File: config.mk
export PLATFORM = sky130hd
export DESIGN_NAME = dbrs_ctrl
export DESIGN_NICKNAME = d
export VERILOG_FILES = /design/src/rtl/dbrs_pkg.sv /design/src/rtl/dbrs_ctrl.sv
export SDC_FILE = /design/constraint.sdc
export NUM_CORES = 1
export LEC_CHECK = 0
export ABC_AREA = 1
export BUFFER_PORTS_ARGS = -buffer_cell sky130_fd_sc_hd__buf_2
export CORE_UTILIZATION = 30
export CTS_BUF_LIST = sky130_fd_sc_hd__clkbuf_8
export DETAILED_ROUTE_END_ITERATION = 7
export HOLD_SLACK_MARGIN = 0.1
export PLACE_DENSITY_LB_ADDON = 0.3
export SLEW_MARGIN = 20
export SYNTH_ARGS = -nofsm -noshare
export SYNTH_HDL_FRONTEND = slang
export SYNTH_SLANG_ARGS = --single-unit
export TNS_END_PERCENT = 10
File: constraint.sdc
create_clock -name clk -period 2.75 [get_ports clk]
set_clock_uncertainty 0.2 [all_clocks]
set_input_delay 0.1375 -clock clk [delete_from_list [all_inputs] [get_ports clk]]
set_output_delay 0.1375 -clock clk [all_outputs]
set_load 0.05 [all_outputs]
File: src/rtl/dbrs_pkg.sv
// shared types, constants and helper functions of the batching request scheduler
package dbrs_pkg;

    localparam int QDEPTH      = 32;
    localparam int TICK_BITS   = 32;
    localparam int MAX_RESULTS = 32;
    localparam int IDX_W       = $clog2(QDEPTH);
    localparam int CNT_W       = $clog2(QDEPTH + 1);
    localparam int NRES_W      = $clog2(MAX_RESULTS + 1);

    typedef logic [TICK_BITS-1:0] tick_t;

    typedef enum logic [1:0] {
        OP_SUBMIT = 2'd0,
        OP_CANCEL = 2'd1,
        OP_TICK   = 2'd2,
        OP_FINISH = 2'd3
    } op_t;

    typedef enum logic [1:0] {
        ENG_RUNNING  = 2'd0,
        ENG_DRAINING = 2'd1,
        ENG_STOPPED  = 2'd2,
        ENG_FAILED   = 2'd3
    } eng_t;

    typedef enum logic [1:0] {
        POL_REJECT      = 2'd0,
        POL_RETRY       = 2'd1,
        POL_DROP_OLDEST = 2'd2,
        POL_DROP_NEWEST = 2'd3
    } policy_t;

    typedef enum logic [3:0] {
        KIND_ACCEPTED    = 4'd0,
        KIND_REJECTED    = 4'd1,
        KIND_RETRY       = 4'd2,
        KIND_DROPPED     = 4'd3,
        KIND_NOT_RUNNING = 4'd4,
        KIND_CANCELLED   = 4'd5,
        KIND_TIMED_OUT   = 4'd6,
        KIND_FAILED      = 4'd7,
        KIND_BATCH       = 4'd8,
        KIND_CANCEL_HIT  = 4'd9,
        KIND_CANCEL_MISS = 4'd10
    } kind_t;

    typedef enum logic [1:0] {
        SRC_ZERO   = 2'd0,
        SRC_NEW    = 2'd1,
        SRC_CANCEL = 2'd2,
        SRC_ENTRY  = 2'd3
    } id_src_t;

    localparam logic [2:0] CFG_CAPACITY = 3'd0;
    localparam logic [2:0] CFG_POLICY   = 3'd1;
    localparam logic [2:0] CFG_MAXBATCH = 3'd2;
    localparam logic [2:0] CFG_PREFMASK = 3'd3;
    localparam logic [2:0] CFG_MAXWAIT  = 3'd4;
    localparam logic [2:0] CFG_INFLIGHT = 3'd5;

    typedef struct packed {
        logic [1:0]        opcode;
        logic [1:0]        engine_state;
        logic signed [7:0] req_priority;
        logic [15:0]       compat_key;
        logic [15:0]       deadline_ticks;
        logic [31:0]       cancel_id;
    } request_t;

    typedef struct packed {
        logic [3:0]  result_kind;
        logic [31:0] result_id;
        logic [5:0]  batch_size;
        logic        last_of_run;
    } result_t;

    typedef struct packed {
        logic [31:0]       id;
        logic signed [7:0] prio;
        logic [15:0]       key;
        tick_t             submit;
        tick_t             deadline;
        logic              has_deadline;
        logic              cancelled;
    } entry_t;

    typedef struct packed {
        logic [CNT_W-1:0] capacity;
        policy_t          policy;
        logic [5:0]       max_batch;
        logic [31:0]      pref_mask;
        logic [15:0]      wait_limit;
        logic [4:0]       max_inflight;
    } cfg_t;

    typedef struct packed {
        logic    latch;
        logic    tick_inc;
        logic    idx_clr;
        logic    idx_inc;
        logic    remove;
        logic    append;
        logic    next_id_inc;
        logic    mark_cancel;
        logic    seed_step;
        logic    gather_clr;
        logic    gather_step;
        logic    decide;
        logic    taken_inc;
        logic    inflight_inc;
        logic    inflight_dec;
        logic    emit;
        kind_t   emit_kind;
        id_src_t emit_src;
        logic    emit_size;
        logic    flush;
    } dp_cmd_t;

    typedef struct packed {
        op_t     opcode;
        eng_t    engine;
        policy_t policy;
        logic    idx_lt_count;
        logic    n_full;
        logic    n_zero;
        logic    count_zero;
        logic    q_full;
        logic    q_at_depth;
        logic    inflight_full;
        logic    e_cancelled;
        logic    e_expired;
        logic    e_cancel_hit;
        logic    e_seed_match;
        logic    taken_done;
        logic    go;
    } dp_status_t;

    function automatic tick_t sat_add(tick_t a, logic [15:0] b);
        logic [TICK_BITS:0] s;
        s = {1'b0, a} + (TICK_BITS + 1)'(b);
        return s[TICK_BITS] ? '1 : s[TICK_BITS-1:0];
    endfunction

    // position plus one of the highest set bit, zero when none
    function automatic logic [5:0] hi_plus1(logic [31:0] v);
        logic [5:0] r;
        r = '0;
        for (int k = 0; k < 32; k++) begin
            if (v[k])
            begin
                r = 6'(k + 1);
            end
        end
        return r;
    endfunction

endpackage

File: src/rtl/dbrs_ctrl.sv
// sequencing state machine for submit, cancel, tick and finish requests
module dbrs_ctrl (
    input  logic                 clk,
    input  logic                 rst_n,
    input  logic                 start,
    output logic                 busy,
    input  dbrs_pkg::dp_status_t status,
    output dbrs_pkg::dp_cmd_t    cmd
);
    typedef enum logic [3:0] {
        S_IDLE,
        S_DECODE,
        S_SUBMIT,
        S_APPEND,
        S_CANCEL,
        S_TICK,
        S_PRUNE,
        S_FAIL,
        S_SEED,
        S_GATHER,
        S_DECIDE,
        S_CHECK,
        S_BATCH,
        S_FLUSH,
        S_DONE
    } state_t;

    state_t state_reg;
    state_t state_next;
    logic   busy_reg;
    logic   busy_next;

    always_ff @(posedge clk or negedge rst_n)
    begin
        if (!rst_n)
        begin
            state_reg <= S_IDLE;
            busy_reg  <= 1'b0;
        end
        else
        begin
            state_reg <= state_next;
            busy_reg  <= busy_next;
        end
    end

    assign busy = busy_reg;

    always_comb
    begin
        cmd        = '0;
        state_next = state_reg;
        busy_next  = busy_reg;
        unique case (state_reg)
            S_IDLE:
            begin
                if (start)
                begin
                    cmd.latch  = 1'b1;
                    busy_next  = 1'b1;
                    state_next = S_DECODE;
                end
            end
            S_DECODE:
            begin
                unique case (status.opcode)
                    dbrs_pkg::OP_SUBMIT: state_next = S_SUBMIT;
                    dbrs_pkg::OP_CANCEL: state_next = S_CANCEL;
                    dbrs_pkg::OP_TICK:   state_next = S_TICK;
                    dbrs_pkg::OP_FINISH:
                    begin
                        cmd.inflight_dec = 1'b1;
                        state_next       = S_FLUSH;
                    end
                    default: state_next = S_FLUSH;
                endcase
            end
            S_SUBMIT:
            begin
                state_next = S_FLUSH;
                cmd.emit_src = dbrs_pkg::SRC_NEW;
                if (status.engine != dbrs_pkg::ENG_RUNNING)
                begin
                    cmd.emit      = 1'b1;
                    cmd.emit_kind = dbrs_pkg::KIND_NOT_RUNNING;
                    cmd.emit_src  = dbrs_pkg::SRC_ZERO;
                end
                else
                begin
                    cmd.next_id_inc = 1'b1;
                    if (status.q_full)
                    begin
                        cmd.emit = 1'b1;
                        unique case (status.policy)
                            dbrs_pkg::POL_REJECT:      cmd.emit_kind = dbrs_pkg::KIND_REJECTED;
                            dbrs_pkg::POL_RETRY:       cmd.emit_kind = dbrs_pkg::KIND_RETRY;
                            dbrs_pkg::POL_DROP_NEWEST: cmd.emit_kind = dbrs_pkg::KIND_DROPPED;
                            dbrs_pkg::POL_DROP_OLDEST:
                            begin
                                cmd.emit_kind = dbrs_pkg::KIND_DROPPED;
                                cmd.emit_src  = dbrs_pkg::SRC_ENTRY;
                                cmd.remove    = 1'b1;
                                state_next    = S_APPEND;
                            end
                            default: cmd.emit_kind = dbrs_pkg::KIND_REJECTED;
                        endcase
                    end
                    else
                    begin
                        state_next = S_APPEND;
                    end
                end
            end
            S_APPEND:
            begin
                cmd.emit     = 1'b1;
                cmd.emit_src = dbrs_pkg::SRC_NEW;
                if (status.q_at_depth)
                begin
                    cmd.emit_kind = dbrs_pkg::KIND_REJECTED;
                end
                else
                begin
                    cmd.append    = 1'b1;
                    cmd.emit_kind = dbrs_pkg::KIND_ACCEPTED;
                end
                state_next = S_FLUSH;
            end
            S_CANCEL:
            begin
                cmd.emit_src = dbrs_pkg::SRC_CANCEL;
                if (!status.idx_lt_count)
                begin
                    cmd.emit      = 1'b1;
                    cmd.emit_kind = dbrs_pkg::KIND_CANCEL_MISS;
                    state_next    = S_FLUSH;
                end
                else if (status.e_cancel_hit)
                begin
                    cmd.mark_cancel = 1'b1;
                    cmd.emit        = 1'b1;
                    cmd.emit_kind   = dbrs_pkg::KIND_CANCEL_HIT;
                    state_next      = S_FLUSH;
                end
                else
                begin
                    cmd.idx_inc = 1'b1;
                end
            end
            S_TICK:
            begin
                cmd.tick_inc = 1'b1;
                cmd.idx_clr  = 1'b1;
                state_next   = S_PRUNE;
            end
            S_PRUNE:
            begin
                cmd.emit_src = dbrs_pkg::SRC_ENTRY;
                if (status.idx_lt_count && !status.n_full)
                begin
                    if (status.e_cancelled)
                    begin
                        cmd.emit      = 1'b1;
                        cmd.emit_kind = dbrs_pkg::KIND_CANCELLED;
                        cmd.remove    = 1'b1;
                    end
                    else if (status.e_expired)
                    begin
                        cmd.emit      = 1'b1;
                        cmd.emit_kind = dbrs_pkg::KIND_TIMED_OUT;
                        cmd.remove    = 1'b1;
                    end
                    else
                    begin
                        cmd.idx_inc = 1'b1;
                    end
                end
                else
                begin
                    cmd.idx_clr = 1'b1;
                    priority if (!status.n_zero)
                    begin
                        state_next = S_FLUSH;
                    end
                    else if (status.engine == dbrs_pkg::ENG_FAILED)
                    begin
                        state_next = S_FAIL;
                    end
                    else if (status.count_zero || status.inflight_full)
                    begin
                        state_next = S_FLUSH;
                    end
                    else
                    begin
                        state_next = S_SEED;
                    end
                end
            end
            S_FAIL:
            begin
                cmd.emit_src = dbrs_pkg::SRC_ENTRY;
                if (!status.count_zero && !status.n_full)
                begin
                    cmd.emit      = 1'b1;
                    cmd.emit_kind = dbrs_pkg::KIND_FAILED;
                    cmd.remove    = 1'b1;
                end
                else
                begin
                    state_next = S_FLUSH;
                end
            end
            S_SEED:
            begin
                if (status.idx_lt_count)
                begin
                    cmd.seed_step = 1'b1;
                    cmd.idx_inc   = 1'b1;
                end
                else
                begin
                    cmd.idx_clr    = 1'b1;
                    cmd.gather_clr = 1'b1;
                    state_next     = S_GATHER;
                end
            end
            S_GATHER:
            begin
                if (status.idx_lt_count)
                begin
                    cmd.gather_step = 1'b1;
                    cmd.idx_inc     = 1'b1;
                end
                else
                begin
                    cmd.idx_clr = 1'b1;
                    state_next  = S_DECIDE;
                end
            end
            S_DECIDE:
            begin
                cmd.decide = 1'b1;
                state_next = S_CHECK;
            end
            S_CHECK:
            begin
                state_next = status.go ? S_BATCH : S_FLUSH;
            end
            S_BATCH:
            begin
                cmd.emit_src = dbrs_pkg::SRC_ENTRY;
                if (status.idx_lt_count && !status.taken_done)
                begin
                    if (status.e_seed_match)
                    begin
                        cmd.emit      = 1'b1;
                        cmd.emit_kind = dbrs_pkg::KIND_BATCH;
                        cmd.emit_size = 1'b1;
                        cmd.remove    = 1'b1;
                        cmd.taken_inc = 1'b1;
                    end
                    else
                    begin
                        cmd.idx_inc = 1'b1;
                    end
                end
                else
                begin
                    cmd.inflight_inc = 1'b1;
                    state_next       = S_FLUSH;
                end
            end
            S_FLUSH:
            begin
                cmd.flush  = 1'b1;
                state_next = S_DONE;
            end
            S_DONE:
            begin
                busy_next  = 1'b0;
                state_next = S_IDLE;
            end
            default:
            begin
                state_next = S_IDLE;
                busy_next  = 1'b0;
            end
        endcase
    end

endmodule

# After elaboration in Yosys (flattened, before gate mapping)
# Cells that the tools add are included.
[totals] reg_bits=5 latch_bits=0 mem_bits_rw=0 romBits=0 output_inout_bits=25 memories=0
[op_classes] add_sub_neg=0 n_mul=0 n_div=0 magnitude_cmp=0 n_eq_ne=27 n_shift=0 n_mux=73 bitwise_logic=1 reduce_logical=16
[op_table] operator="$pmux 4 s14" count=1
[op_table] operator="$mux 4" count=13
[op_table] operator="$pmux 7 s6" count=1
[op_table] operator="$mux 5" count=8
[op_table] operator="$mux 1" count=36
[op_table] operator="$eq 4x4->1 const B" count=6
[op_table] operator="$eq 4x3->1 const B" count=4
[op_table] operator="$pmux 4 s4" count=1
[op_table] operator="$mux 7" count=2
[op_table] operator="$reduce_or 13->1" count=1
[op_table] operator="$ne 2x2->1 const B" count=6
[op_table] operator="$pmux 4 s3" count=1
[op_table] operator="$eq 2x2->1 const B" count=5
[op_table] operator="$mux 2" count=5
[op_table] operator="$eq 4x2->1 const B" count=2
[op_table] operator="$pmux 1 s4" count=2
[op_table] operator="$reduce_and 7->1" count=1
[op_table] operator="$eq 2x1->1 const B" count=2
[op_table] operator="$eq 4x1->1 const B" count=1
[op_table] operator="$logic_not 2->1" count=2
[op_table] operator="$logic_not 4->1" count=1
[op_table] operator="$reduce_or 2->1" count=2
[op_table] operator="$logic_and 1x1->1" count=3
[op_table] operator="$logic_not 1->1" count=3
[op_table] operator="8 further kinds" count=8

# Longest topological paths before layout
[depth] ltp_word=6 mapped_depth=10 depth_no_buf=10

# Worst setup path before layout
# Ideal clock, no wire load.
[synth_path] path_type="register -> output" start="register state_reg[0]" end="output port cmd[8] (netlist name)" t_arrival_ps=2132 t_required_ps=2413 slack_ps=281 path_stages_with_launch=6 n_path_buf=0 cell_sequence="dfrtp_1 -> nor2_1 -> nand2_1 -> nor2_1 -> nor2_1 -> nand4_1"
[synth_rtl] element="start, declared" line_no="dbrs_ctrl.sv:28" text="state_t state_reg;"
[synth_rtl] element="start signal, assigned" line_no="dbrs_ctrl.sv:42" text="state_reg <= state_next;"
[synth_rtl] element="end, declared" line_no="dbrs_ctrl.sv:8" text="output dbrs_pkg::dp_cmd_t cmd"

==> metrics.txt <==
status=complete, no violations; vias per cell=around 4.6; Req. time, crit path=between 2 and 2.5 ns; register bit count reported by yosys=5; FF/Latch Area=125 sq um; top_reg_cell synth=dfrtp_1; via count=1103; Fillers=around 290; Synth Cell Area=approximately 820 sq um; dominant cell type by area after synthesis=nand2_1; top cell type's share of synthesized area=about a quarter; Die Y=approximately 54 um; max FFs per register=4; Synth Area in Adders=0%; Fin. Hold Viols=0; final worst-path cycle share=79.5%; die area=~3000 sq um; CTS root buf=clkbuf_8; Setup crit end kind=primary output; Core ar.=2540 sq um; Max Slew Vio Count=0; Clk Latency, worst-skew pair=around 0.22 ns; P_leak=approximately 0.76 nW; first-pass GRT wire length=3810 um; DRT antenna net count=0; vias in the first global route=just over 900; placed cells=between 200 and 250; overall power=between 1 and 1.5 mW; layout cells sized above 1=29.5%; Ys Warns=0; Synth cell types=20; Slew headroom=75.3%; RD Place Congestion=between 0.8 and 0.9; H-tree depth=1; main combinational cell family by area after synthesis=simple AND/OR/NAND/NOR gates; Residual DRC=0; mux cell area share after synthesis=0%; CTS Buffer Depth=2; WS Path Type=flop to primary output; Synth Area in Compound Gates=~8.6%; setup TNS=0 ns; PortBufs=46; TritonCTS clock tree=done; hold crit path type=input pin to flop; share of flip-flops with an asynchronous set or reset=100%; Overall Global Routing Usage=approximately 18%; Arr. time, crit path=around 1.9 ns; Max-Cap Viols=0; Starting DRT DRC Count=17; ant diodes=0; cts bufs inserted=3; syn_nets=181; Pwr per Cell Area=1150 nW/um^2; area growth from synthesis to layout=39.5%; number of I/O pins=47; peak supply drop=between 600 and 700 uV; WHS=approximately 0.12 ns; Critical Path Start Type=flop; Worst Path Max Fanout=9; Site Rows=18; area of the multi-input gates=around 590 sq um; commonest non-fill, non-tap cell in the layout=nand2_1; drt wl/cell=slightly above 10 um; number of synthesized flops with an enable pin=0; Mapped Avg Cell Area=~5.2 sq um; Starting Density=32.4%; sinks on the clock net=5; XOR/XNOR share of the synthesized area=0%; WL final=2420 um; largest net degree at the start of global routing=10; cells after synthesis=roughly 160; chip width=about 54 um; final std cells w/o fill=240; commonest non-fill, non-tap cells in the layout=nand2_1, buf_2, nor2_1, inv_1, nand3_1; clock-pin slew on the worst setup and hold paths=approximately 0.04 ns; Seq/Total Area, Yosys=between 15 and 20%; postcts setup bufs=0; GRT overflow=0; first-pass detailed-route iteration total=4; post-layout net count=roughly 230; setup repair after global routing missed its margin=false; initial antenna violation count=0; dpl hpwl=approximately 2100 um; largest cells by area after synthesis=nand2_1, dfrtp_1, nor2_1, inv_1, nand3_1; worst slew pin tran=approximately 0.37 ns; Final setup viols=0; highest clock rate=roughly 0.46 GHz; Synth Area in Simple Gates=a little under two thirds; min Tclk post-route=between 2 and 2.5 ns
## power breakdown
part | switching [mW] | internal (mW) | leakage, nW | total, mW
Sequential | 0.0580 | 0.114 | 0.0596 | 0.172
Clock | 0.0381 | 0.0958 | 0.0269 | 0.134
Combinational | 0.759 | 0.257 | 0.677 | 1.02
Total | 0.855 | 0.466 | 0.764 | 1.32
## logic make-up (layout without fill, tap and decap cells)
family / after synthesis / count (layout)
compound gates: 12 / 12
buf+inv: 27 / 78
flops: 5 / 5
simple gates: 115 / 115
## synthesized netlist by cell type (2+ instances only)
cell / n
nor2_4: 2
inv_2: 3
nand3_2: 4
nand2_1: 53
nor2_2: 3
dfrtp_1: 5
nor2_1: 30
nand3_1: 15
o21ai_0: 5
inv_1: 23
nand4_1: 3
a21oi_1: 2
nand3b_1: 4
## stage by stage
step | utilization, % | worst slack, ns | cell area [sq um]
after detailed placement | 42.6 | 0.792 | 1080
final | 45.2 | 0.564 | 1150
after floorplan | - | 0.281 | 825
after CTS | 45.2 | 0.553 | 1150
after global routing | 45.2 | 0.379 | 1150
after global placement | 42.6 | 0.809 | 1080
## metal layers
| metal | share of wire, % | track usage, % | vias to the layer above | wire length, um |
|---|---|---|---|---|
| met4 | 1.4 | 7.69 | 0 | 34 |
| met3 | 6.0 | 1.94 | 5 | 146 |
| li1 | - | - | 599 | - |
| met1 | 47 | 22.8 | 460 | 1150 |
| met2 | 45 | 30.3 | 39 | 1090 |
| met5 | 0 | 0 | - | 0 |
## final timing paths
path	startpoint	end	slack, ns	cells past startpoint
hold reg to reg	busy	busy	0.37	1
hold / removal	start	busy	0.12	4
setup reg to reg	state_reg[2]	state_reg[2]	1.11	9
setup / recovery	state_reg[3]	cmd[19]	0.56	8
max in group asynchronous	rst_n	state_reg[2]	1.54	3
min in group asynchronous	rst_n	state_reg[1]	0.62	3
## area by class of cell
class / instances / area share (%)
Multi-Input combinational cell: 127 / 51.7
Clock inverter: 1 / 0.326
Inverter: 26 / 8.49
Clock buffer: 3 / 3.59
Sequential cell: 5 / 10.9
Tap cell: 30 / 3.26
Timing Repair Buffer: 48 / 21.8
## critical path: stages (launching register included)
cell      delay [ns]
dfrtp_1         0.46
nor2_4          0.25
inv_1           0.08
nor2_2          0.14
nand2_1         0.11
nor2_2          0.13
nand3_1         0.11
nand3b_1        0.09
buf_2           0.26
## timing repair
item,in CTS,in global routing
gates resized for setup,0,0
hold buffers,2,0
endpoints found under the setup margin,0,0
hold endpoints to repair,5,0
No activity file was read; power rests on OpenSTA's default activity.
