$ cat src/rtl/dbrs_pkg.sv
// shared types, constants and helper functions of the batching request scheduler
package dbrs_pkg;

    localparam int QDEPTH      = 32;
    localparam int TICK_BITS   = 32;
    localparam int MAX_RESULTS = 32;
    localparam int IDX_W       = $clog2(QDEPTH);
    localparam int CNT_W       = $clog2(QDEPTH + 1);
    localparam int NRES_W      = $clog2(MAX_RESULTS + 1);

    typedef logic [TICK_BITS-1:0] tick_t;

    typedef enum logic [1:0] {
        OP_SUBMIT = 2'd0,
        OP_CANCEL = 2'd1,
        OP_TICK   = 2'd2,
        OP_FINISH = 2'd3
    } op_t;

    typedef enum logic [1:0] {
        ENG_RUNNING  = 2'd0,
        ENG_DRAINING = 2'd1,
        ENG_STOPPED  = 2'd2,
        ENG_FAILED   = 2'd3
    } eng_t;

    typedef enum logic [1:0] {
        POL_REJECT      = 2'd0,
        POL_RETRY       = 2'd1,
        POL_DROP_OLDEST = 2'd2,
        POL_DROP_NEWEST = 2'd3
    } policy_t;

    typedef enum logic [3:0] {
        KIND_ACCEPTED    = 4'd0,
        KIND_REJECTED    = 4'd1,
        KIND_RETRY       = 4'd2,
        KIND_DROPPED     = 4'd3,
        KIND_NOT_RUNNING = 4'd4,
        KIND_CANCELLED   = 4'd5,
        KIND_TIMED_OUT   = 4'd6,
        KIND_FAILED      = 4'd7,
        KIND_BATCH       = 4'd8,
        KIND_CANCEL_HIT  = 4'd9,
        KIND_CANCEL_MISS = 4'd10
    } kind_t;

    typedef enum logic [1:0] {
        SRC_ZERO   = 2'd0,
        SRC_NEW    = 2'd1,
        SRC_CANCEL = 2'd2,
        SRC_ENTRY  = 2'd3
    } id_src_t;

    localparam logic [2:0] CFG_CAPACITY = 3'd0;
    localparam logic [2:0] CFG_POLICY   = 3'd1;
    localparam logic [2:0] CFG_MAXBATCH = 3'd2;
    localparam logic [2:0] CFG_PREFMASK = 3'd3;
    localparam logic [2:0] CFG_MAXWAIT  = 3'd4;
    localparam logic [2:0] CFG_INFLIGHT = 3'd5;

    typedef struct packed {
        logic [1:0]        opcode;
        logic [1:0]        engine_state;
        logic signed [7:0] req_priority;
        logic [15:0]       compat_key;
        logic [15:0]       deadline_ticks;
        logic [31:0]       cancel_id;
    } request_t;

    typedef struct packed {
        logic [3:0]  result_kind;
        logic [31:0] result_id;
        logic [5:0]  batch_size;
        logic        last_of_run;
    } result_t;

    typedef struct packed {
        logic [31:0]       id;
        logic signed [7:0] prio;
        logic [15:0]       key;
        tick_t             submit;
        tick_t             deadline;
        logic              has_deadline;
        logic              cancelled;
    } entry_t;

    typedef struct packed {
        logic [CNT_W-1:0] capacity;
        policy_t          policy;
        logic [5:0]       max_batch;
        logic [31:0]      pref_mask;
        logic [15:0]      wait_limit;
        logic [4:0]       max_inflight;
    } cfg_t;

    typedef struct packed {
        logic    latch;
        logic    tick_inc;
        logic    idx_clr;
        logic    idx_inc;
        logic    remove;
        logic    append;
        logic    next_id_inc;
        logic    mark_cancel;
        logic    seed_step;
        logic    gather_clr;
        logic    gather_step;
        logic    decide;
        logic    taken_inc;
        logic    inflight_inc;
        logic    inflight_dec;
        logic    emit;
        kind_t   emit_kind;
        id_src_t emit_src;
        logic    emit_size;
        logic    flush;
    } dp_cmd_t;

    typedef struct packed {
        op_t     opcode;
        eng_t    engine;
        policy_t policy;
        logic    idx_lt_count;
        logic    n_full;
        logic    n_zero;
        logic    count_zero;
        logic    q_full;
        logic    q_at_depth;
        logic    inflight_full;
        logic    e_cancelled;
        logic    e_expired;
        logic    e_cancel_hit;
        logic    e_seed_match;
        logic    taken_done;
        logic    go;
    } dp_status_t;

    function automatic tick_t sat_add(tick_t a, logic [15:0] b);
        logic [TICK_BITS:0] s;
        s = {1'b0, a} + (TICK_BITS + 1)'(b);
        return s[TICK_BITS] ? '1 : s[TICK_BITS-1:0];
    endfunction

    // position plus one of the highest set bit, zero when none
    function automatic logic [5:0] hi_plus1(logic [31:0] v);
        logic [5:0] r;
        r = '0;
        for (int k = 0; k < 32; k++) begin
            if (v[k])
            begin
                r = 6'(k + 1);
            end
        end
        return r;
    endfunction

endpackage

$ cat src/rtl/dbrs_cfg.sv
// configuration registers with clamped working values
module dbrs_cfg (
    input  logic                 clk,
    input  logic                 rst_n,
    input  logic                 cfg_valid,
    output logic                 cfg_ready,
    input  logic [2:0]           cfg_index,
    input  logic [31:0]          cfg_data,
    output dbrs_pkg::cfg_t       cfg
);
    logic [5:0]  capacity_reg;
    logic [1:0]  policy_reg;
    logic [5:0]  max_batch_reg;
    logic [31:0] pref_mask_reg;
    logic [15:0] wait_limit_reg;
    logic [4:0]  max_inflight_reg;
    logic [6:0]  cap_wide;

    assign cfg_ready = 1'b1;

    always_ff @(posedge clk or negedge rst_n)
    begin
        if (!rst_n)
        begin
            capacity_reg     <= 6'd32;
            policy_reg       <= 2'd0;
            max_batch_reg    <= 6'd8;
            pref_mask_reg    <= '0;
            wait_limit_reg   <= 16'd10;
            max_inflight_reg <= 5'd2;
        end
        else if (cfg_valid && cfg_ready)
        begin
            unique case (cfg_index)
                dbrs_pkg::CFG_CAPACITY: capacity_reg     <= cfg_data[5:0];
                dbrs_pkg::CFG_POLICY:   policy_reg       <= cfg_data[1:0];
                dbrs_pkg::CFG_MAXBATCH: max_batch_reg    <= cfg_data[5:0];
                dbrs_pkg::CFG_PREFMASK: pref_mask_reg    <= cfg_data;
                dbrs_pkg::CFG_MAXWAIT:  wait_limit_reg   <= cfg_data[15:0];
                dbrs_pkg::CFG_INFLIGHT: max_inflight_reg <= cfg_data[4:0];
                default: ;
            endcase
        end
    end

    always_comb
    begin
        cap_wide = {1'b0, capacity_reg};
        if (cap_wide == 7'd0)
        begin
            cap_wide = 7'd1;
        end
        else if (cap_wide > 7'(dbrs_pkg::QDEPTH))
        begin
            cap_wide = 7'(dbrs_pkg::QDEPTH);
        end
        cfg.capacity   = dbrs_pkg::CNT_W'(cap_wide);
        cfg.policy     = dbrs_pkg::policy_t'(policy_reg);
        cfg.pref_mask  = pref_mask_reg;
        cfg.wait_limit = wait_limit_reg;
        if (max_batch_reg == 6'd0)
        begin
            cfg.max_batch = 6'd1;
        end
        else if (max_batch_reg > 6'd32)
        begin
            cfg.max_batch = 6'd32;
        end
        else
        begin
            cfg.max_batch = max_batch_reg;
        end
        if (max_inflight_reg == 5'd0)
        begin
            cfg.max_inflight = 5'd1;
        end
        else if (max_inflight_reg > 5'd16)
        begin
            cfg.max_inflight = 5'd16;
        end
        else
        begin
            cfg.max_inflight = max_inflight_reg;
        end
    end

endmodule

$ cat config.mk
export PLATFORM = sky130hd
export DESIGN_NAME = dbrs_cfg
export DESIGN_NICKNAME = d
export VERILOG_FILES = /design/src/rtl/dbrs_pkg.sv /design/src/rtl/dbrs_cfg.sv
export SDC_FILE = /design/constraint.sdc
export NUM_CORES = 1
export LEC_CHECK = 0
export BUFFER_PORTS_ARGS = -buffer_cell sky130_fd_sc_hd__buf_2
export CAP_MARGIN = 40
export CORE_ASPECT_RATIO = 1.4
export CORE_UTILIZATION = 48
export DETAILED_ROUTE_END_ITERATION = 16
export GPL_TIMING_DRIVEN = 1
export MAX_ROUTING_LAYER = met4
export PLACE_DENSITY = 0.79
export SETUP_SLACK_MARGIN = 0.2
export SLEW_MARGIN = 25
export SYNTH_ARGS = -nofsm -noshare
export SYNTH_HDL_FRONTEND = slang
export SYNTH_SLANG_ARGS = --single-unit
export TNS_END_PERCENT = 20
$ cat constraint.sdc
create_clock -name clk -period 1.3 [get_ports clk]
set_input_delay 0.26 -clock clk [delete_from_list [all_inputs] [get_ports clk]]
set_output_delay 0.26 -clock clk [all_outputs]
set_load 0.02 [all_outputs]
Yosys cells after proc, flatten, opt, wreduce, memory -nomap -nowiden

Cells that the tools add are included.

$lt $le $gt $ge: 3
Equal/unequal tests: 5
Mux-type cells: 6
Reductions and logical operators: 10

Operator list:

| operator                                             | count |
|---|---|
| 2-to-1 mux 6 bit                                     | 4 |
| > comparator 6 bit (second input constant)           | 2 |
| logical NOT 6 bit                                    | 2 |
| AND reduction 2 bit                                  | 6 |
| 2-to-1 mux 5 bit                                     | 2 |
| equality test 3 x 2 -> 1 bit (second input constant) | 2 |
| equality test 3 bit (second input constant)          | 2 |
| > comparator 5 bit (second input constant)           | 1 |
| logical NOT 5 bit                                    | 1 |
| equality test 3 x 1 -> 1 bit (second input constant) | 1 |
| logical NOT 3 bit                                    | 1 |

Register bits: 67
Input bits: 38
Output and inout port bits: 68
Word-level logic and storage cells: 30

Depth between registers and ports, before layout

Gate-level depths: netlist of run 1.

Word-level depth: 3
Gate-level depth with buffers: 4
Depth with buffers taken out: 2

Least setup slack after synthesis of run 1

OpenSTA, ideal clock, no wires.

Path type: register -> output
Start: register max_batch_reg[1]
End: output cfg[53] (netlist name)
Arrival time: 1,243 ps
Data required time: 1,040 ps
Slack: -203 ps
Cell stages (with the launch flop): 3
Buffers on the path: 0
Path through: dfrtp_1 -> or4_1 -> a21oi_1

RTL lines:

| element                | line           | source |
|---|---|---|
| from (decl)            | dbrs_cfg.sv:13 | `logic [5:0] max_batch_reg;` |
| from (signal assigned) | dbrs_cfg.sv:37 | `dbrs_pkg::CFG_MAXBATCH: max_batch_reg <= cfg_data[5:0];` |
| to (decl)              | dbrs_cfg.sv:9  | `output dbrs_pkg::cfg_t cfg` |

==> impl_metrics.yaml, run 1 <==
synth:
  synth_fp_nets: 209
  synth_largest_area_cell: "sky130_fd_sc_hd__dfrtp_1"
  syn-instance-count: 171
  post_synth_and_or_nand_nor_area_fraction: 0.0609
  synth_most_common_cell: "sky130_fd_sc_hd__dfrtp_1"
  synth-seq-area-share: 0.616
  syn-mean-instance-area_sq_um: 16.0
  asyncSetResetFlopFracSynth: 1.00
  yosys_most_used_dff: "sky130_fd_sc_hd__dfrtp_1"
  post_synth_main_area_contributors: "sky130_fd_sc_hd__dfrtp_1 (57%), sky130_fd_sc_hd__mux2_2 (23%), sky130_fd_sc_hd__mux2_4 (5.5%)"
  largest_family_of_logic_cells_by_synthesized_area: "multiplexers"
  top_cell_type_s_share_of_synthesized_area: 0.568
  post_synth_instance_area_sq_um: 2730
  synth_xor_xnor_area_share: 0
  synth_adder_area_share: 0
  synth.yosys.warnings: 0
  post_synth_num_cell_types: 19
  synth_seq_cells: 67
  synth_compound_area_frac: 0.00549
  synth_top_cells_by_count: "sky130_fd_sc_hd__dfrtp_1 (62), sky130_fd_sc_hd__mux2_2 (57), sky130_fd_sc_hd__nor2b_1 (11), sky130_fd_sc_hd__mux2_4 (10), sky130_fd_sc_hd__dfstp_2 (5)"
  synthMuxAreaShare: 0.290
  synth_enable_flop_cells: 0
global_route:
  antenna_found_initial: 0
  grt_use_total: 0.221
  grt_pass1_vias: 1940
  grt_pass1_wl_um: 9520
  grt.overflow.total: 0
  grt_start_max_net_pins: 68
sta:
  achievable_clock_frequency_ghz: 0.547
  finalHoldViolations: 0
  number_of_pins_with_negative_max_slew_slack_in_the_final_report: 0
  clock_skew_ps: 0
  hold_slack_ps: 155
  setup_ws_ps: -528
  rsz_0062_raised_after_global_routing: "true"
  period_share: 1.41
  fin_crit_ps: 1830
  report.final.setup_viol: 15
floorplan:
  die_width_um: 65.8
  chipHeight_um: 91.3
  coreArea_sq_um: 5490
  start_util: 0.498
  die-area_sq_um: 6000
  boundaryPins: 106
  rows: 32
pwr:
  post-layout-total-power_mw: 7.34
  p_per_area_nw_per_um2: 1800
  leakage_power_summed_over_all_cells_nw: 1.93
  worst_ir_drop_vdd_uv: 1120
place:
  hpwl_um: 3870
  placedCellCount: 343
  port-buffer-count: 104
  post-place-ws_ps: -180
  globalplace.congestion: 0.742
drt:
  routed_wire_length_per_instance_um: 16.3
  post_drt_via_cell_ratio: 5.07
  antenna_violating_nets_post_route: 0
  wirelength_um: 5880
  vias: 1830
  number_of_iterations_in_the_first_detailed_routing_pass: 4
  drc_errors: 0
  drt_iter0_drc: 26
worst_setup_path:
  worst_ep_required_time_ps: 1040
  critical_path.max_stage_delay_ps: 550
  cp_num_buf_inv: 1
  startpoint_type: "flip-flop"
  worst_path_dominant_cell_family: "simple AND/OR/NAND/NOR gates"
  crit_path_cell_trace: "or4_4, a21oi_4, buf_6"
  timing.critical_path.fanout_max: 2
  setup_crit_path_kind: "reg2out"
  regToRegSetupSlack_ps: 400
  crit_arrival_ps: 1570
  timing.critical_path.to_type: "primary output"
  cpMaxStageDelayCell: "sky130_fd_sc_hd__or4_4"
cells_and_area:
  register_area_sq_um: 1690
  final_cell_count_no_fill: 361
  layout.filler_cells: 348
  max_ffs_per_register: 32
  num_antenna_cells: 0
  layout.core_utilization: 0.746
  share_of_layout_cells_above_drive_strength_1: 0.727
  layout.nets: 326
  multi_input_comb_area_sq_um: 1050
  area.growth.synth_to_final_pct: 49.7
min_path:
  worstHoldPathType: "in2reg"
status:
  failed_checks: "setup timing"
  outcome: "finished, violations left"
clock_tree:
  max-clock-path-buffers: 2
  cts_root_buf: "sky130_fd_sc_hd__clkbuf_8"
  cts_buffers: 9
  clock_insertion_delay_worst_skew_ps: 330
  cts_num_sinks: 67
  cts.htree.levels: 3
  cts_tree: "done"
  clk_pin_slew_worst_paths_ps: 70
flow_run:
  max_cap_check_violation_count: 0
through the flow:
step	instance area [sq um]	setup TNS, ps
global route	4090	-3340
global placement	3440	-1270
CTS	4040	-2770
finish	4090	-2500
detailed placement	3440	-2050
floorplan	2780	-97.9
per-layer routing:
metal / vias to the layer above / track usage / part of all wire
met2: 85 / 0.340 / 0.50
met1: 906 / 0.279 / 0.43
met3: 6 / 0.0616 / 0.064
li1: 833 / - / -
met5: - / - / 0
met4: 0 / 0.0743 / 0.0078
what timing repair did:
action	4_1_cts	5_1_grt
pin swaps	0	0
hold endpoints to repair	62	0
hold buffers	1	0
endpoints found under the setup margin	67	67
resized for setup	119	14
setup buffers	1	0
where the power goes:
group	leakage (nW)	switching (mW)	internal, mW
registers	0.794	0.379	2.58
logic	1.03	1.11	1.43
clock network	0.105	0.714	1.14
cells in the final DEF, fill, tap and decap left out:
cell type,n
sky130_fd_sc_hd__a21oi_4,3
sky130_fd_sc_hd__and4bb_1,1
sky130_fd_sc_hd__and4bb_2,1
sky130_fd_sc_hd__buf_12,3
sky130_fd_sc_hd__buf_2,40
sky130_fd_sc_hd__buf_4,9
sky130_fd_sc_hd__buf_6,63
sky130_fd_sc_hd__bufinv_16,2
sky130_fd_sc_hd__clkbuf_1,4
sky130_fd_sc_hd__clkbuf_8,10
sky130_fd_sc_hd__conb_1,1
sky130_fd_sc_hd__dfrtp_1,60
sky130_fd_sc_hd__dfrtp_2,2
sky130_fd_sc_hd__dfstp_2,5
sky130_fd_sc_hd__dlygate4sd3_1,1
sky130_fd_sc_hd__inv_1,3
sky130_fd_sc_hd__mux2_2,57
sky130_fd_sc_hd__mux2_4,10
sky130_fd_sc_hd__nand4b_1,2
sky130_fd_sc_hd__nor2b_1,7
sky130_fd_sc_hd__nor2b_2,1
sky130_fd_sc_hd__nor2b_4,3
sky130_fd_sc_hd__nor4b_4,1
sky130_fd_sc_hd__nor4bb_1,1
sky130_fd_sc_hd__or3_4,1
sky130_fd_sc_hd__or4_4,2
cell type report:
cell class              instances  share of cell area
multi-input cells              91               0.256
inverters                       3             0.00275
repair buffers                116               0.256
clock inverters                 2              0.0147
well taps                      68              0.0208
clock buffers                  14              0.0373
flip-flops and latches         67               0.412
final timing paths:
check | startpoint | end | cells after the start
worst max register to register | capacity_reg[2] | capacity_reg[2] | 2
worst max-delay path | capacity_reg[1] | cfg[61] | 3
max in group asynchronous | rst_n | max_batch_reg[3] | 3
min in group asynchronous | rst_n | policy_reg[1] | 3
worst min-delay path | cfg_data[31] | pref_mask_reg[31] | 2
worst min register to register | capacity_reg[0] | capacity_reg[0] | 1
kinds of logic (layout without fill, tap and decap cells):
family | Yosys count | in the layout
compound gates | 3 | 3
buf+inv | 13 | 135
flops | 67 | 67
mux | 67 | 67
other cells | 1 | 1
simple gates | 20 | 20
No activity file was read; power rests on OpenSTA's default activity.
==> inputs of run 2 (changes only) <==
--- a/config.mk
+++ b/config.mk
@@ -18,4 +18,4 @@
 export SYNTH_ARGS = -nofsm -noshare
 export SYNTH_HDL_FRONTEND = slang
 export SYNTH_SLANG_ARGS = --single-unit
-export TNS_END_PERCENT = 20
+export TNS_END_PERCENT = 1
==> impl_metrics.yaml, run 2 (synthesis results as in run 1) <==
min_path:
  min_path_cells: 2
  worstHoldPathType: "in2reg"
floorplan:
  die-area_sq_um: 6000
  rows: 32
  chipHeight_um: 91.3
  boundaryPins: 106
  die_width_um: 65.8
  start_util: 0.498
  coreArea_sq_um: 5490
global_route:
  grt_start_max_net_pins: 68
  grt.overflow.total: 0
  grt_pass1_wl_um: 9300
  grt_pass1_vias: 1988
  grt_use_total: 0.218
  antenna_found_initial: 0
sta:
  fin_crit_ps: 1780
  hold_slack_ps: 152
  rsz_0062_raised_after_global_routing: "true"
  setup-tns-final_ps: -2640
  setup_ws_ps: -476
  number_of_pins_with_negative_max_slew_slack_in_the_final_report: 0
  achievable_clock_frequency_ghz: 0.563
  clock_skew_ps: 0
  finalHoldViolations: 0
  report.final.setup_viol: 13
  period_share: 1.37
worst_setup_path:
  setup_crit_path_kind: "reg2out"
  setup.worst_path.end: "cfg[53]"
  timing.critical_path.to_type: "primary output"
  worst_ep_required_time_ps: 1040
  r2r_cells: 4
  rr_startpoint: "capacity_reg[4]"
  critical_path.max_stage_delay_ps: 540
  timing.critical_path.fanout_max: 2
  regToRegSetupSlack_ps: 170
  crit_arrival_ps: 1520
  rr_endpoint: "capacity_reg[4]"
  cp-startpoint: "max_batch_reg[3]"
  crit_path_cell_trace: "or4_4, a21oi_4, buf_6"
  startpoint_type: "flip-flop"
  cpMaxStageDelayCell: "sky130_fd_sc_hd__or4_4"
clock_tree:
  max-clock-path-buffers: 2
  clock_insertion_delay_worst_skew_ps: 330
  cts_buffers: 9
  cts.htree.levels: 3
  cts_tree: "done"
  cts_num_sinks: 67
  cts_root_buf: "sky130_fd_sc_hd__clkbuf_8"
  clk_pin_slew_worst_paths_ps: 70
cells_and_area:
  num_antenna_cells: 0
  layout.core_utilization: 0.746
  area.growth.synth_to_final_pct: 49.7
  share_of_layout_cells_above_drive_strength_1: 0.724
  final_common_cell: "sky130_fd_sc_hd__dfrtp_1"
  final_cell_count_no_fill: 365
  mostFrequentLayoutCells: "sky130_fd_sc_hd__dfrtp_1 (61), sky130_fd_sc_hd__mux2_2 (57), sky130_fd_sc_hd__buf_6 (55)"
  stdcell_area_sq_um: 4090
  max_ffs_per_register: 32
  layout.nets: 330
drt:
  drc_errors: 0
  wirelength_um: 5920
  antenna_violating_nets_post_route: 0
  number_of_iterations_in_the_first_detailed_routing_pass: 3
  vias: 1834
  post_drt_via_cell_ratio: 5.02
  routed_wire_length_per_instance_um: 16.2
  drt_iter0_drc: 42
place:
  placedCellCount: 344
  hpwl_um: 3800
  place_area_sq_um: 3430
  post-place-ws_ps: -162
  globalplace.congestion: 0.757
  port-buffer-count: 104
flow_run:
  max_cap_check_violation_count: 0
pwr:
  leakage_power_summed_over_all_cells_nw: 1.95
  worst_ir_drop_vdd_uv: 1230
  post-layout-total-power_mw: 7.58
  p_per_area_nw_per_um2: 1850
status:
  failed_checks: "setup timing"
  outcome: "finished, violations left"
-- run 2: worst min path at each step --
| stage | startpoint | endpoint | slack [ps] |
|---|---|---|---|
| 2_1_floorplan | rst_n | capacity_reg[0] | -40 |
| 3_3_place_gp | rst_n | wait_limit_reg[5] | 310 |
| 3_5_place_dp | rst_n | wait_limit_reg[5] | 310 |
| 4_1_cts | cfg_data[27] | pref_mask_reg[27] | 140 |
| 5_1_grt | cfg_data[27] | pref_mask_reg[27] | 140 |
| 6_report | cfg_data[27] | pref_mask_reg[27] | 150 |
-- run 2: area by class of cell --
class / instances / area [sq um]
inverter: 3 / 11.3
sequential: 67 / 1680
multi-input combinational: 91 / 1010
tap: 68 / 85.1
fill: 328 / 1400
clock buffer: 12 / 165
timing repair buffer: 120 / 1030
clock inverter: 4 / 95.1
-- run 2: metal layers --
metal / part of all wire / wire (um) / track usage
met1: 0.40 / 2370 / 0.258
met2: 0.51 / 3020 / 0.337
met3: 0.069 / 406 / 0.0628
met4: 0.021 / 125 / 0.105
met5: 0 / 0 / -
-- run 2: where the power goes --
| group | switching (mW) | internal (mW) | total, mW |
|---|---|---|---|
| Combinational | 1.09 | 1.38 | 2.47 |
| Sequential | 0.363 | 2.58 | 2.94 |
| Clock | 0.743 | 1.43 | 2.17 |
-- run 2: timing repair --
item | 4_1_cts | 5_1_grt
setup endpoints to repair | 67 | 67
hold endpoints to repair | 62 | 0
resized for setup | 111 | 5
cloned | 0 | 0
pin swaps | 1 | 0
hold buffers | 1 | 0
buffers inserted | 2 | 2
-- run 2: worst max-delay path, delay by kind of cell (launching register included) --
family,cells,cell delay [ps]
AND/OR/NAND/NOR,1,540
buffers and inverters,1,130
flip-flops,1,380
AO/OA/AOI/OAI,1,130
